`src/design/obstacle_clearance_point_adjust_unit_defines.svh`:
```
// Assertion macros shared by the obstacle clearance RTL.
`ifndef OBSTACLE_CLEARANCE_POINT_ADJUST_UNIT_DEFINES_SVH
`define OBSTACLE_CLEARANCE_POINT_ADJUST_UNIT_DEFINES_SVH

// Check a property outside of reset.
`define OCPA_ASSERT(lbl, prop, msg) \
  lbl: assert property (@(posedge clk_i) disable iff (!rst_ni) prop) \
    else $error(msg);

// Check a property at every edge, reset included.
`define OCPA_ASSERT_ALWAYS(lbl, prop, msg) \
  lbl: assert property (@(posedge clk_i) prop) else $error(msg);

`endif

```
`src/design/ocpa_pkg.sv`:
```
`timescale 1ns / 1ps

package ocpa_pkg;

  // Field and datapath widths
  localparam int unsigned COORD_W    = 16;
  localparam int unsigned SAFE_W     = 15;
  localparam int unsigned MAG_W      = SAFE_W;        // |dx|, |dy| once below the radius
  localparam int unsigned PROD_W     = 2 * MAG_W;     // square or |d|*S
  localparam int unsigned D2_W       = 32;            // radicand shift register, even width
  localparam int unsigned ROOT_W     = D2_W / 2;
  localparam int unsigned SUB_W      = ROOT_W + 4;    // shared trial subtractor
  localparam int unsigned SQRT_STEPS = D2_W / 2;
  localparam int unsigned DIV_STEPS  = PROD_W;
  localparam int unsigned STEP_W     = 5;

  localparam logic [SAFE_W-1:0] SAFE_RESET = 15'd384;  // 1.5 m in Q7.8

  typedef enum logic [1:0] {
    OP_CLEAR  = 2'd0,
    OP_ADD    = 2'd1,
    OP_ADJUST = 2'd2
  } op_e;

  typedef enum logic [3:0] {
    ST_IDLE,
    ST_SSQ,
    ST_READ,
    ST_DIFF,
    ST_CHK,
    ST_MULX,
    ST_MULY,
    ST_SUM,
    ST_SQRT,
    ST_MDX,
    ST_DIVX,
    ST_MDY,
    ST_DIVY,
    ST_FIN
  } state_e;

  typedef struct packed {
    op_e                       opcode;
    logic signed [COORD_W-1:0] coord_x;
    logic signed [COORD_W-1:0] coord_y;
  } in_t;

  typedef struct packed {
    logic signed [COORD_W-1:0] adjusted_x;
    logic signed [COORD_W-1:0] adjusted_y;
    logic                      was_moved;
  } out_t;

endpackage

```
`src/design/obstacle_clearance_point_adjust_unit.sv`:
```
`timescale 1ns / 1ps
// Channel   Direction  Handshake                  Beat
// in        input      in_valid_i / in_stall_o    ocpa_pkg::in_t  (opcode, coord_x, coord_y)
// out       output     out_valid_o / out_stall_i  ocpa_pkg::out_t (adjusted_x/y, was_moved)
// cfg       input      cfg_we_i                   cfg_data_i (safe distance)
//
// Clear and add finish in idle. Adjust on an empty table goes straight to finish, else it
// squares the radius and scans each obstacle: read, diff, check (reject on |dx| or |dy|),
// then both squares and the sum (reject on distance). A hit runs the square root and both
// divisions a bit per cycle on one shared multiplier and one shared trial subtractor.
// Reset clears the obstacle count and sets the radius to 1.5 m; no clearing pass.
// A result waiting in the output register stalls only the next adjust, at its end.
`include "obstacle_clearance_point_adjust_unit_defines.svh"

module obstacle_clearance_point_adjust_unit #(
  parameter int unsigned MAX_OBSTACLES = 64
) (
  input  logic                          clk_i,
  input  logic                          rst_ni,
  input  logic                          in_valid_i,
  output logic                          in_stall_o,
  input  ocpa_pkg::in_t                 in_data_i,
  output logic                          out_valid_o,
  input  logic                          out_stall_i,
  output ocpa_pkg::out_t                out_data_o,
  input  logic                          cfg_we_i,
  input  logic [ocpa_pkg::SAFE_W-1:0]   cfg_data_i
);

  localparam int unsigned CNT_W = $clog2(MAX_OBSTACLES + 1);
  localparam int unsigned IDX_W = (MAX_OBSTACLES > 1) ? $clog2(MAX_OBSTACLES) : 1;
  localparam logic [CNT_W-1:0] MAX_CNT = CNT_W'(MAX_OBSTACLES);
  localparam int unsigned CW = ocpa_pkg::COORD_W;

  // Control registers
  ocpa_pkg::state_e state_q, state_d;
  logic [CNT_W-1:0]           count_q;
  logic [CNT_W-1:0]           idx_q;
  logic [ocpa_pkg::STEP_W-1:0] step_q;
  logic [ocpa_pkg::SAFE_W-1:0] safe_q;
  logic                       moved_q;
  logic                       out_valid_q;

  // Datapath registers
  logic [2*CW-1:0]                obs_mem [MAX_OBSTACLES];
  logic [2*CW-1:0]                rd_q;
  logic signed [CW-1:0]           px_q, py_q, ox_q, oy_q;
  logic signed [CW:0]             dx_q, dy_q;
  logic [ocpa_pkg::MAG_W-1:0]     adx_q, ady_q;
  logic [ocpa_pkg::PROD_W-1:0]    prod_q, acc_q, ss_q, dvd_q;
  logic [ocpa_pkg::D2_W-1:0]      d2_q;
  logic [ocpa_pkg::SUB_W-1:0]     rem_q;
  logic [ocpa_pkg::ROOT_W-1:0]    root_q;
  logic signed [CW:0]             qx_q;
  ocpa_pkg::out_t                 out_q;

  // Combinational signals
  logic                           in_accept;
  logic                           mem_we;
  logic [ocpa_pkg::MAG_W-1:0]     mul_a, mul_b;
  logic [ocpa_pkg::PROD_W-1:0]    mul_p;
  logic [ocpa_pkg::SUB_W-1:0]     sub_a, sub_b;
  logic [ocpa_pkg::SUB_W:0]       sub_diff;
  logic                           sub_ge;
  logic [CW:0]                    adx_full, ady_full;
  logic                           chk_far;
  logic [ocpa_pkg::PROD_W:0]      d2_sum;
  logic                           sum_far, sum_zero;
  logic [CNT_W-1:0]               idx_next;
  logic                           scan_end;
  logic                           step_last_sqrt, step_last_div;
  logic                           out_free;
  logic signed [CW:0]             qx_now, qy_now;
  logic signed [CW+1:0]           sum_x, sum_y;
  logic signed [CW-1:0]           sat_x, sat_y;
  logic [ocpa_pkg::SUB_W-1:0]     sq_rem_sh, dv_rem_sh;

  assign in_stall_o  = (state_q != ocpa_pkg::ST_IDLE);
  assign in_accept   = in_valid_i && !in_stall_o;
  assign out_valid_o = out_valid_q;
  assign out_data_o  = out_q;
  assign out_free    = !out_valid_q || !out_stall_i;

  // Distance checks on the fetched obstacle
  assign adx_full = dx_q[CW] ? (CW+1)'(-dx_q) : dx_q;
  assign ady_full = dy_q[CW] ? (CW+1)'(-dy_q) : dy_q;
  assign chk_far  = (adx_full >= (CW+1)'(safe_q)) || (ady_full >= (CW+1)'(safe_q));
  assign d2_sum   = {1'b0, acc_q} + {1'b0, prod_q};
  assign sum_far  = (d2_sum >= {1'b0, ss_q});
  assign sum_zero = (d2_sum == '0);
  assign idx_next = idx_q + 1'b1;
  assign scan_end = (idx_next == count_q);

  assign step_last_sqrt = (step_q == ocpa_pkg::STEP_W'(ocpa_pkg::SQRT_STEPS - 1));
  assign step_last_div  = (step_q == ocpa_pkg::STEP_W'(ocpa_pkg::DIV_STEPS - 1));

  // Shared multiplier and trial subtractor
  assign mul_p    = mul_a * mul_b;
  assign sub_diff = {1'b0, sub_a} - {1'b0, sub_b};
  assign sub_ge   = !sub_diff[ocpa_pkg::SUB_W];

  assign sq_rem_sh = {rem_q[ocpa_pkg::SUB_W-3:0], d2_q[ocpa_pkg::D2_W-1 -: 2]};
  assign dv_rem_sh = {rem_q[ocpa_pkg::SUB_W-2:0], dvd_q[ocpa_pkg::PROD_W-1]};

  // Signed quotient: magnitude stays below the radius, so the low bits suffice
  assign qx_now = dx_q[CW] ? -$signed({1'b0, dvd_q[CW-1:0]}) : $signed({1'b0, dvd_q[CW-1:0]});
  assign qy_now = dy_q[CW] ? -$signed({1'b0, dvd_q[CW-1:0]}) : $signed({1'b0, dvd_q[CW-1:0]});

  // Final sums with saturation
  assign sum_x = (CW+2)'(ox_q) + (CW+2)'(qx_q);
  assign sum_y = (CW+2)'(oy_q) + (CW+2)'(qy_now);

  always_comb begin
    sat_x = sum_x[CW-1:0];
    if (sum_x > (CW+2)'($signed({1'b0, {(CW-1){1'b1}}}))) begin
      sat_x = {1'b0, {(CW-1){1'b1}}};
    end else if (sum_x < -(CW+2)'($signed({1'b0, 1'b1, {(CW-1){1'b0}}}))) begin
      sat_x = {1'b1, {(CW-1){1'b0}}};
    end
  end

  always_comb begin
    sat_y = sum_y[CW-1:0];
    if (sum_y > (CW+2)'($signed({1'b0, {(CW-1){1'b1}}}))) begin
      sat_y = {1'b0, {(CW-1){1'b1}}};
    end else if (sum_y < -(CW+2)'($signed({1'b0, 1'b1, {(CW-1){1'b0}}}))) begin
      sat_y = {1'b1, {(CW-1){1'b0}}};
    end
  end

  // Next state
  always_comb begin
    state_d = state_q;
    unique case (state_q)
      ocpa_pkg::ST_IDLE: begin
        if (in_accept && in_data_i.opcode == ocpa_pkg::OP_ADJUST) begin
          state_d = (count_q == '0) ? ocpa_pkg::ST_FIN : ocpa_pkg::ST_SSQ;
        end
      end
      ocpa_pkg::ST_SSQ:  state_d = ocpa_pkg::ST_READ;
      ocpa_pkg::ST_READ: state_d = ocpa_pkg::ST_DIFF;
      ocpa_pkg::ST_DIFF: state_d = ocpa_pkg::ST_CHK;
      ocpa_pkg::ST_CHK: begin
        if (!chk_far) begin
          state_d = ocpa_pkg::ST_MULX;
        end else begin
          state_d = scan_end ? ocpa_pkg::ST_FIN : ocpa_pkg::ST_READ;
        end
      end
      ocpa_pkg::ST_MULX: state_d = ocpa_pkg::ST_MULY;
      ocpa_pkg::ST_MULY: state_d = ocpa_pkg::ST_SUM;
      ocpa_pkg::ST_SUM: begin
        if (sum_far) begin
          state_d = scan_end ? ocpa_pkg::ST_FIN : ocpa_pkg::ST_READ;
        end else if (sum_zero) begin
          state_d = ocpa_pkg::ST_FIN;
        end else begin
          state_d = ocpa_pkg::ST_SQRT;
        end
      end
      ocpa_pkg::ST_SQRT: if (step_last_sqrt) state_d = ocpa_pkg::ST_MDX;
      ocpa_pkg::ST_MDX:  state_d = ocpa_pkg::ST_DIVX;
      ocpa_pkg::ST_DIVX: if (step_last_div) state_d = ocpa_pkg::ST_MDY;
      ocpa_pkg::ST_MDY:  state_d = ocpa_pkg::ST_DIVY;
      ocpa_pkg::ST_DIVY: if (step_last_div) state_d = ocpa_pkg::ST_FIN;
      ocpa_pkg::ST_FIN:  if (out_free) state_d = ocpa_pkg::ST_IDLE;
      default:           state_d = ocpa_pkg::ST_IDLE;
    endcase
  end

  // Unit operand selection and table write
  always_comb begin
    mem_we = 1'b0;
    mul_a  = adx_q;
    mul_b  = adx_q;
    sub_a  = sq_rem_sh;
    sub_b  = ocpa_pkg::SUB_W'({root_q, 2'b01});
    unique case (state_q)
      ocpa_pkg::ST_IDLE: begin
        mem_we = in_accept && (in_data_i.opcode == ocpa_pkg::OP_ADD) && (count_q != MAX_CNT);
      end
      ocpa_pkg::ST_SSQ: begin
        mul_a = safe_q;
        mul_b = safe_q;
      end
      ocpa_pkg::ST_MULY: begin
        mul_a = ady_q;
        mul_b = ady_q;
      end
      ocpa_pkg::ST_MDX: begin
        mul_a = adx_q;
        mul_b = safe_q;
      end
      ocpa_pkg::ST_MDY: begin
        mul_a = ady_q;
        mul_b = safe_q;
      end
      ocpa_pkg::ST_DIVX, ocpa_pkg::ST_DIVY: begin
        sub_a = dv_rem_sh;
        sub_b = ocpa_pkg::SUB_W'(root_q);
      end
      default: begin
      end
    endcase
  end

  // Hold control state
  always_ff @(posedge clk_i or negedge rst_ni) begin
    if (!rst_ni) begin
      state_q     <= ocpa_pkg::ST_IDLE;
      count_q     <= '0;
      idx_q       <= '0;
      step_q      <= '0;
      safe_q      <= ocpa_pkg::SAFE_RESET;
      moved_q     <= 1'b0;
      out_valid_q <= 1'b0;
    end else begin
      state_q <= state_d;
      if (cfg_we_i) begin
        safe_q <= cfg_data_i;
      end
      if (in_accept) begin
        case (in_data_i.opcode)
          ocpa_pkg::OP_CLEAR: count_q <= '0;
          ocpa_pkg::OP_ADD:   if (count_q != MAX_CNT) count_q <= count_q + 1'b1;
          ocpa_pkg::OP_ADJUST: begin
            idx_q   <= '0;
            moved_q <= 1'b0;
          end
          default: begin
          end
        endcase
      end
      // Advance to the next obstacle on a miss
      if ((state_q == ocpa_pkg::ST_CHK && chk_far) ||
          (state_q == ocpa_pkg::ST_SUM && sum_far)) begin
        idx_q <= idx_next;
      end
      if (state_q == ocpa_pkg::ST_SUM && !sum_far && !sum_zero) begin
        moved_q <= 1'b1;
      end
      // Step counter for the root and both divisions
      if (state_q == ocpa_pkg::ST_SQRT || state_q == ocpa_pkg::ST_DIVX ||
          state_q == ocpa_pkg::ST_DIVY) begin
        step_q <= (state_d != state_q) ? '0 : step_q + 1'b1;
      end else begin
        step_q <= '0;
      end
      // Output register handshake
      if (state_q == ocpa_pkg::ST_FIN && out_free) begin
        out_valid_q <= 1'b1;
      end else if (!out_stall_i) begin
        out_valid_q <= 1'b0;
      end
    end
  end

  // Obstacle table, registered read
  always_ff @(posedge clk_i) begin
    if (mem_we) begin
      obs_mem[count_q[IDX_W-1:0]] <= {in_data_i.coord_x, in_data_i.coord_y};
    end
    rd_q <= obs_mem[idx_q[IDX_W-1:0]];
  end

  // Datapath
  always_ff @(posedge clk_i) begin
    case (state_q)
      ocpa_pkg::ST_IDLE: begin
        px_q <= in_data_i.coord_x;
        py_q <= in_data_i.coord_y;
        if (in_accept) begin
          // hold the query point
        end
      end
      ocpa_pkg::ST_SSQ: ss_q <= mul_p;
      ocpa_pkg::ST_DIFF: begin
        ox_q <= rd_q[2*CW-1:CW];
        oy_q <= rd_q[CW-1:0];
        dx_q <= (CW+1)'(px_q) - (CW+1)'($signed(rd_q[2*CW-1:CW]));
        dy_q <= (CW+1)'(py_q) - (CW+1)'($signed(rd_q[CW-1:0]));
      end
      ocpa_pkg::ST_CHK: begin
        adx_q <= adx_full[ocpa_pkg::MAG_W-1:0];
        ady_q <= ady_full[ocpa_pkg::MAG_W-1:0];
      end
      ocpa_pkg::ST_MULX: prod_q <= mul_p;
      ocpa_pkg::ST_MULY: begin
        acc_q  <= prod_q;
        prod_q <= mul_p;
      end
      ocpa_pkg::ST_SUM: begin
        d2_q   <= ocpa_pkg::D2_W'(d2_sum);
        rem_q  <= '0;
        root_q <= '0;
      end
      // One radicand digit pair per cycle
      ocpa_pkg::ST_SQRT: begin
        d2_q <= {d2_q[ocpa_pkg::D2_W-3:0], 2'b00};
        if (sub_ge) begin
          rem_q  <= sub_diff[ocpa_pkg::SUB_W-1:0];
          root_q <= {root_q[ocpa_pkg::ROOT_W-2:0], 1'b1};
        end else begin
          rem_q  <= sq_rem_sh;
          root_q <= {root_q[ocpa_pkg::ROOT_W-2:0], 1'b0};
        end
      end
      ocpa_pkg::ST_MDX: begin
        dvd_q <= mul_p;
        rem_q <= '0;
      end
      ocpa_pkg::ST_MDY: begin
        qx_q  <= qx_now;
        dvd_q <= mul_p;
        rem_q <= '0;
      end
      // One quotient bit per cycle
      ocpa_pkg::ST_DIVX, ocpa_pkg::ST_DIVY: begin
        rem_q <= sub_ge ? sub_diff[ocpa_pkg::SUB_W-1:0] : dv_rem_sh;
        dvd_q <= {dvd_q[ocpa_pkg::PROD_W-2:0], sub_ge};
      end
      ocpa_pkg::ST_FIN: begin
        if (out_free) begin
          out_q.adjusted_x <= moved_q ? sat_x : px_q;
          out_q.adjusted_y <= moved_q ? sat_y : py_q;
          out_q.was_moved  <= moved_q;
        end
      end
      default: begin
      end
    endcase
  end

  `OCPA_ASSERT_ALWAYS(a_count_bound, !rst_ni || count_q <= MAX_CNT, "count above capacity")
  `OCPA_ASSERT(a_add_count, mem_we |=> (count_q == $past(count_q) + 1'b1), "add did not count")
  `OCPA_ASSERT(a_out_from_fin, $rose(out_valid_q) |-> $past(state_q == ocpa_pkg::ST_FIN),
               "result beat without a finished query")
  `OCPA_ASSERT(a_fin_hold,
               (state_q == ocpa_pkg::ST_FIN && out_valid_q && out_stall_i) |=>
               (state_q == ocpa_pkg::ST_FIN), "query left finish while output blocked")

endmodule
```
`config.mk`:
```
export PLATFORM = sky130hd
export DESIGN_NAME = obstacle_clearance_point_adjust_unit
export DESIGN_NICKNAME = d
export VERILOG_FILES = /design/src/design/ocpa_pkg.sv /design/src/design/obstacle_clearance_point_adjust_unit.sv
export VERILOG_INCLUDE_DIRS = /design/src /design/src/design
export SDC_FILE = /design/constraint.sdc
export NUM_CORES = 2
export LEC_CHECK = 0
export ABC_AREA = 1
export CAP_MARGIN = 20
export CORE_MARGIN = 4
export CORE_UTILIZATION = 50
export DETAILED_ROUTE_END_ITERATION = 7
export DONT_BUFFER_PORTS = 1
export PLACE_DENSITY = 0.72
export SLEW_MARGIN = 10
export SYNTH_ARGS = -nofsm -noshare
export SYNTH_HDL_FRONTEND = slang
export SYNTH_SLANG_ARGS = --single-unit
```
`constraint.sdc`:
```
create_clock -name clk_i -period 15.2 [get_ports clk_i]
set_clock_uncertainty 0.1 [all_clocks]
set_input_delay 4.56 -clock clk_i [delete_from_list [all_inputs] [get_ports clk_i]]
set_output_delay 4.56 -clock clk_i [all_outputs]
set_load 0.005 [all_outputs]
```
## Word level (Yosys, flattened, before mapping)

Memories as Yosys holds them, arrays and structs flattened. A register that Yosys moved wholly into a read port is not among the register bits.
Cells that the tools add are included.

- Memory bits (writable): 2048
- Output and inout port bits: 35
- Memories: 1
- Register bits: 405

- Magnitude comparators: 7
- Mux-type cells: 47
- Equal/unequal tests: 22
- Reductions and logical operators: 43
- Add/sub/neg operators: 12
- Multiply operators: 1

Memories:

| name | words | width | rd ports | clocked after memory_dff | wr ports | line | source |
|---|---|---|---|---|---|---|---|
| obs_mem | 64 | 32 | 1 | 1 | 1 | obstacle_clearance_point_adjust_unit.sv:45 | `logic [2*CW-1:0] obs_mem [MAX_OBSTACLES];` |

Operator list:

| kind | number |
|---|---|
| 16-bit 2-to-1 mux | 7 |
| 32-bit case mux with 2 select lines | 1 |
| 15-bit case mux with 2 select lines | 2 |
| 30-bit case mux with 2 select lines | 1 |
| 19-bit case mux with 3 select lines | 1 |
| 4-bit case mux with 14 select lines | 1 |
| 17-bit 2-to-1 mux | 3 |
| 19-bit 2-to-1 mux | 2 |
| 16-bit by 17-bit adder with 18-bit output | 2 |
| 18-bit by 16-bit > comparator with 1-bit output, second input constant | 2 |
| 18-bit by 16-bit < comparator with 1-bit output, second input constant | 2 |
| 4-bit 2-to-1 mux | 9 |
| 17-bit by 15-bit greater-or-equal comparator with 1-bit output | 2 |
| 17-bit negator | 2 |
| 16-bit by 16-bit subtractor with 17-bit output | 2 |
| 16-bit case mux with 2 select lines | 1 |
| 30-bit by 30-bit adder with 31-bit output | 1 |
| 31-bit by 30-bit greater-or-equal comparator with 1-bit output | 1 |
| 31-bit logical NOT | 1 |
| 15-bit by 15-bit multiplier with 30-bit output | 1 |
| 7-bit 2-to-1 mux | 4 |
| 4-bit == test, second input constant | 6 |
| 20-bit by 18-bit subtractor with 21-bit output | 1 |
| 20-bit 2-to-1 mux | 1 |
| other kinds (32) | 76 |

## Logic depth before layout (Yosys ltp)

- Depth in word-level cells: 9
- Depth in mapped cells: 38

## Worst setup path after synthesis

OpenSTA, ideal clock, no wires.

- Path kind: register -> register
- Start: register state_q[0]
- End: register prod_q[29] (netlist name), data pin
- Setup time: 0.258 ns
- Data arrival time: 7.479 ns
- Path slack: 7.363 ns
- Cell stages (with the launch flop): 37
- Required time: 14.842 ns
- Clock period less this slack: 7.837 ns
- Buffers on the path: 2
- Cell sequence: dfrtp_1 inv_1 nor2_1 inv_1 nor2_2 nor3_1 buf_2 a21oi_1 buf_2 nor2_1 fa_1 inv_1 fa_1 inv_1 fa_1 inv_1 fa_1 inv_1 fa_1 inv_1 fa_1 inv_1 ha_1 nand2_1 nand2_1 a21oi_1 o21ai_0 nand2_1 nand3_1 nand3_1 nand2_1 nand2_1 inv_1 or2_2 a21oi_1 nand2_1 and2_1

- Longest elaborated chain between the ends: 4
- Elaborated cells on any way between the ends: 9
- Those cells by class: mul: 1; eq/ne: 4; mux: 2; reduce/logical: 2

RTL lines:

| element | line | source |
|---|---|---|
| from (decl) | obstacle_clearance_point_adjust_unit.sv:36 | `ocpa_pkg::state_e state_q, state_d;` |
| from (signal assigned) | obstacle_clearance_point_adjust_unit.sv:210 | `state_q <= ocpa_pkg::ST_IDLE;` |
| from (signal assigned) | obstacle_clearance_point_adjust_unit.sv:218 | `state_q <= state_d;` |
| 4-bit == test (tied with other cells) | obstacle_clearance_point_adjust_unit.sv:178 | `unique case (state_q)` |
| 3-bit OR reduction (no source line) or 2-bit OR reduction (tied branches) | -- |  |
| 15-bit case mux with 2 select lines | obstacle_clearance_point_adjust_unit.sv:178 |  |
| 15-bit by 15-bit multiplier with 30-bit output * | obstacle_clearance_point_adjust_unit.sv:98 | `assign mul_p = mul_a * mul_b;` |
| via mul_p (one bit) | obstacle_clearance_point_adjust_unit.sv:61 | `logic [ocpa_pkg::PROD_W-1:0] mul_p;` |
| to (signal assigned) | obstacle_clearance_point_adjust_unit.sv:287 | `ocpa_pkg::ST_MULX: prod_q <= mul_p;` |
| to (signal assigned) | obstacle_clearance_point_adjust_unit.sv:290 | `prod_q <= mul_p;` |
| to (decl) | obstacle_clearance_point_adjust_unit.sv:50 | `logic [ocpa_pkg::PROD_W-1:0] prod_q, acc_q, ss_q, dvd_q;` |

The timed path passes the listed nets; every way through them passes the cells marked *.
A chain may end at the register's enable or synchronous reset.

## Worst setup path in the final report

- Start: register state_q[1]
- End: register ss_q[29] (netlist name), data pin

- Longest elaborated chain between the ends: 4
- Elaborated cells on any way between the ends: 9
- Those cells by class: mul: 1; eq/ne: 4; mux: 2; reduce/logical: 2

RTL lines:

| element | line | source |
|---|---|---|
| 4-bit == test (tied with other cells) | obstacle_clearance_point_adjust_unit.sv:178 |  |
| 3-bit OR reduction (no source line) or 2-bit OR reduction (tied branches) | -- |  |
| 15-bit case mux with 2 select lines | obstacle_clearance_point_adjust_unit.sv:178 |  |
| 15-bit by 15-bit multiplier with 30-bit output * | obstacle_clearance_point_adjust_unit.sv:98 |  |
| via mul_p (one bit) | obstacle_clearance_point_adjust_unit.sv:61 |  |
| to (signal assigned) | obstacle_clearance_point_adjust_unit.sv:276 | `ocpa_pkg::ST_SSQ: ss_q <= mul_p;` |
| to (decl) | obstacle_clearance_point_adjust_unit.sv:50 |  |

Marks and branches as above.

==> out/metrics.cfg <==
[outcome]
outcome=complete, no violations

[cells_and_area]
multi_input_area_sq_um=33800
fill_cells=18100
area_delta_synth_final_pct=10.1
drive_gt1_share_pct=6.87
final-seq-area_sq_um=74100
nNetsFinal=10000

[flow_run]
maxCapViolations=0

[global_route]
grt-ovfl-total=0
grt_max_degree=194
grtUsageTotal_pct=27.6
grt_pass1_wl_um=478000
grt_pass1_vias=74900
antenna_found_initial=18

[setup_path]
critPathLaunchType=register
r2r_cells=33
worstSetupEndpoint=ss_q[29]
reg2reg_to=ss_q[29]
crit_path_start=state_q[1]
cp_slowest_stage_delay_ns=0.88
slowest_stage=a21oi_1
rrSetupSlack_ns=6.22
end_kind=register
required_ns=15.71
r2r_start=state_q[1]
cp.arrival_ns=9.49
crit_top_cell=inv_1
crit_type=register to register
critPathMaxFanout=20

[routing]
ant_nets=0
viasPerCell=6.11
totalWireLength_um=325000
first_pass_iters=6
wl_per_cell_um=25.6
drt_iter0_drc=9492
drc=0
via_count=77600

[sta]
final-max-slew-violation-count=0
setup_tns_ns=0
period_minus_slack_ns=8.98
max_freq_mhz=111
finalHoldViolCount=0
max-slew-margin-rel_pct=12.8
setup_viol=0
final.period_utilization_pct=59.1
tightest_slew_ns=1.30
rsz0062_at_grt=false

[yosys]
syn_avg_cell_area_sq_um=11.6
synth.area.top_cells=edfxtp_1 65%, o21ai_0 6.7%, nor2_1 5.9%
ys.flop_type=edfxtp_1
synth-edff-count=2413
synth_nets=10100
yosys_register_bits=2485
ys_types=59
netlist.area_leader.share_pct=64.8
ys_async_sr_fraction_pct=1.61
synth_warnings=0
syn_inst=9629
syn_area_sq_um=112000
yosysSeqAreaShare_pct=66.2
yosysTopAreaCell=edfxtp_1

[clock_network]
tritoncts=yes
cts_setup_buffers=0
postCtsHoldBufs=0
clock-sinks=2485
path_clk_slew_ns=0.06
cts_root_buf=clkbuf_16
cts_max_path_buffers=3
cts_resized=0
cts_made_buffers=237
clk_latency_ns=0.91
h-tree-depth=4

[placement]
port_buffers=0
hpwl_um=189000
gp_congestion=0.944

[floorplanning]
ios=89
start_util_pct=50.3
fp-row-count=173
die_h_um=481
coreArea_sq_um=223000
fp.dieW_um=481
die_area_sq_um=231000

[worst_hold_path]
hp-class=register to register

## metrics by stage
step / std cells / utilization [%] / hold WS (ns) / setup WS (ns) / area (sq um)
floorplan: 9629 / - / 0.308 / 7.36 / 112000
global route: 12700 / 55.4 / 0.349 / 5.55 / 123000
finish: 12700 / 55.4 / 0.334 / 6.22 / 123000
detailed placement: 12200 / 51.8 / 0.317 / 6.14 / 115000
global placement: 12200 / 51.8 / 0.315 / 6.06 / 115000
CTS: 12700 / 55.4 / 0.332 / 6.13 / 123000
## cells by family after synthesis
kind of cell | Yosys count | synth area share [%]
adders and majority gates | 450 | 6.19
and+or+nand+nor | 2874 | 10.1
xor gates and xnor gates | 129 | 1.02
DFF | 2485 | 66.2
buffers and inverters | 1163 | 4.04
AOI/OAI and AO/OA | 2528 | 12.4
## sequential cells by signal, summed over array words and instances, names as in the netlist, 17 cells and up
register / flops
qx_q: 17
dvd_q: 30
dy_q: 17
obs_mem: 2048
out_data_o: 33
rem_q: 19
rd_q: 32
ss_q: 30
dx_q: 17
acc_q: 30
d2_q: 32
prod_q: 30
## per-layer routing
layer,wire [um],track usage (%),up-vias
li1,-,-,34100
met1,123000,36.9,38100
met2,149000,43.2,4561
met3,35900,6.00,796
met4,17100,13.0,8
met5,46,0,-
## worst min-delay path by stage
stage / start / cells past startpoint / endpoint
after floorplan: rd_q[26] / 0 / ox_q[10]
after global placement: rd_q[20] / 0 / ox_q[4]
after detailed placement: rd_q[15] / 0 / oy_q[15]
after CTS: rd_q[15] / 0 / oy_q[15]
after global routing: rd_q[15] / 0 / oy_q[15]
final: rd_q[15] / 0 / oy_q[15]
## area by class of cell
type	instances	share of cell area, %
antenna	9	0.0183
clock buffer	296	5.11
clock inverter	148	1.28
inverter	641	1.97
multi-input combinational	5981	27.4
sequential	2485	60.1
tap	2975	3.02
timing repair buffer	151	1.02
## Yosys cell counts (10+ instances only)
cell,instances
a21oi_2,11
edfxtp_1,2413
xnor2_1,46
o32ai_1,31
o22ai_1,657
nor2_1,1772
o21ai_1,22
nand3b_1,15
dfxtp_1,32
ha_1,277
nor3_1,45
nand3_1,131
o221ai_1,16
clkbuf_1,419
dfrtp_1,38
nor2_2,10
or2_2,19
nand4_1,23
inv_1,626
fa_1,173
a21oi_1,210
a31oi_1,15
buf_2,84
o21ai_0,1506
inv_2,12
nand2_1,827
xor2_1,82
## critical path, delay by kind of cell, from the launching register on
family	cells	cell delay, ns
DFF	1	0.42
and+or+nand+nor	13	2.72
adders and majority gates	7	3.45
buffers and inverters	8	0.63
AOI/OAI and AO/OA	5	1.41
## placed cells by master (no fill, tap or decap), types with 46 or more instances in the layout
cell type / Yosys / layout
edfxtp_1: 2413 / 2413
nor2_1: 1772 / 1702
o21ai_0: 1506 / 1505
nand2_1: 827 / 826
o22ai_1: 657 / 657
inv_1: 626 / 622
ha_1: 277 / 277
clkbuf_16: 0 / 240
a21oi_1: 210 / 210
fa_1: 173 / 173
buf_4: 9 / 141
nand3_1: 131 / 131
xor2_1: 82 / 82
nor2_4: 0 / 67
clkinv_1: 3 / 48
clkbuf_1: 419 / 48
xnor2_1: 46 / 46
Power is not shown: default switching activity piles up to over one toggle a cycle in this logic, so the estimate is an artifact.
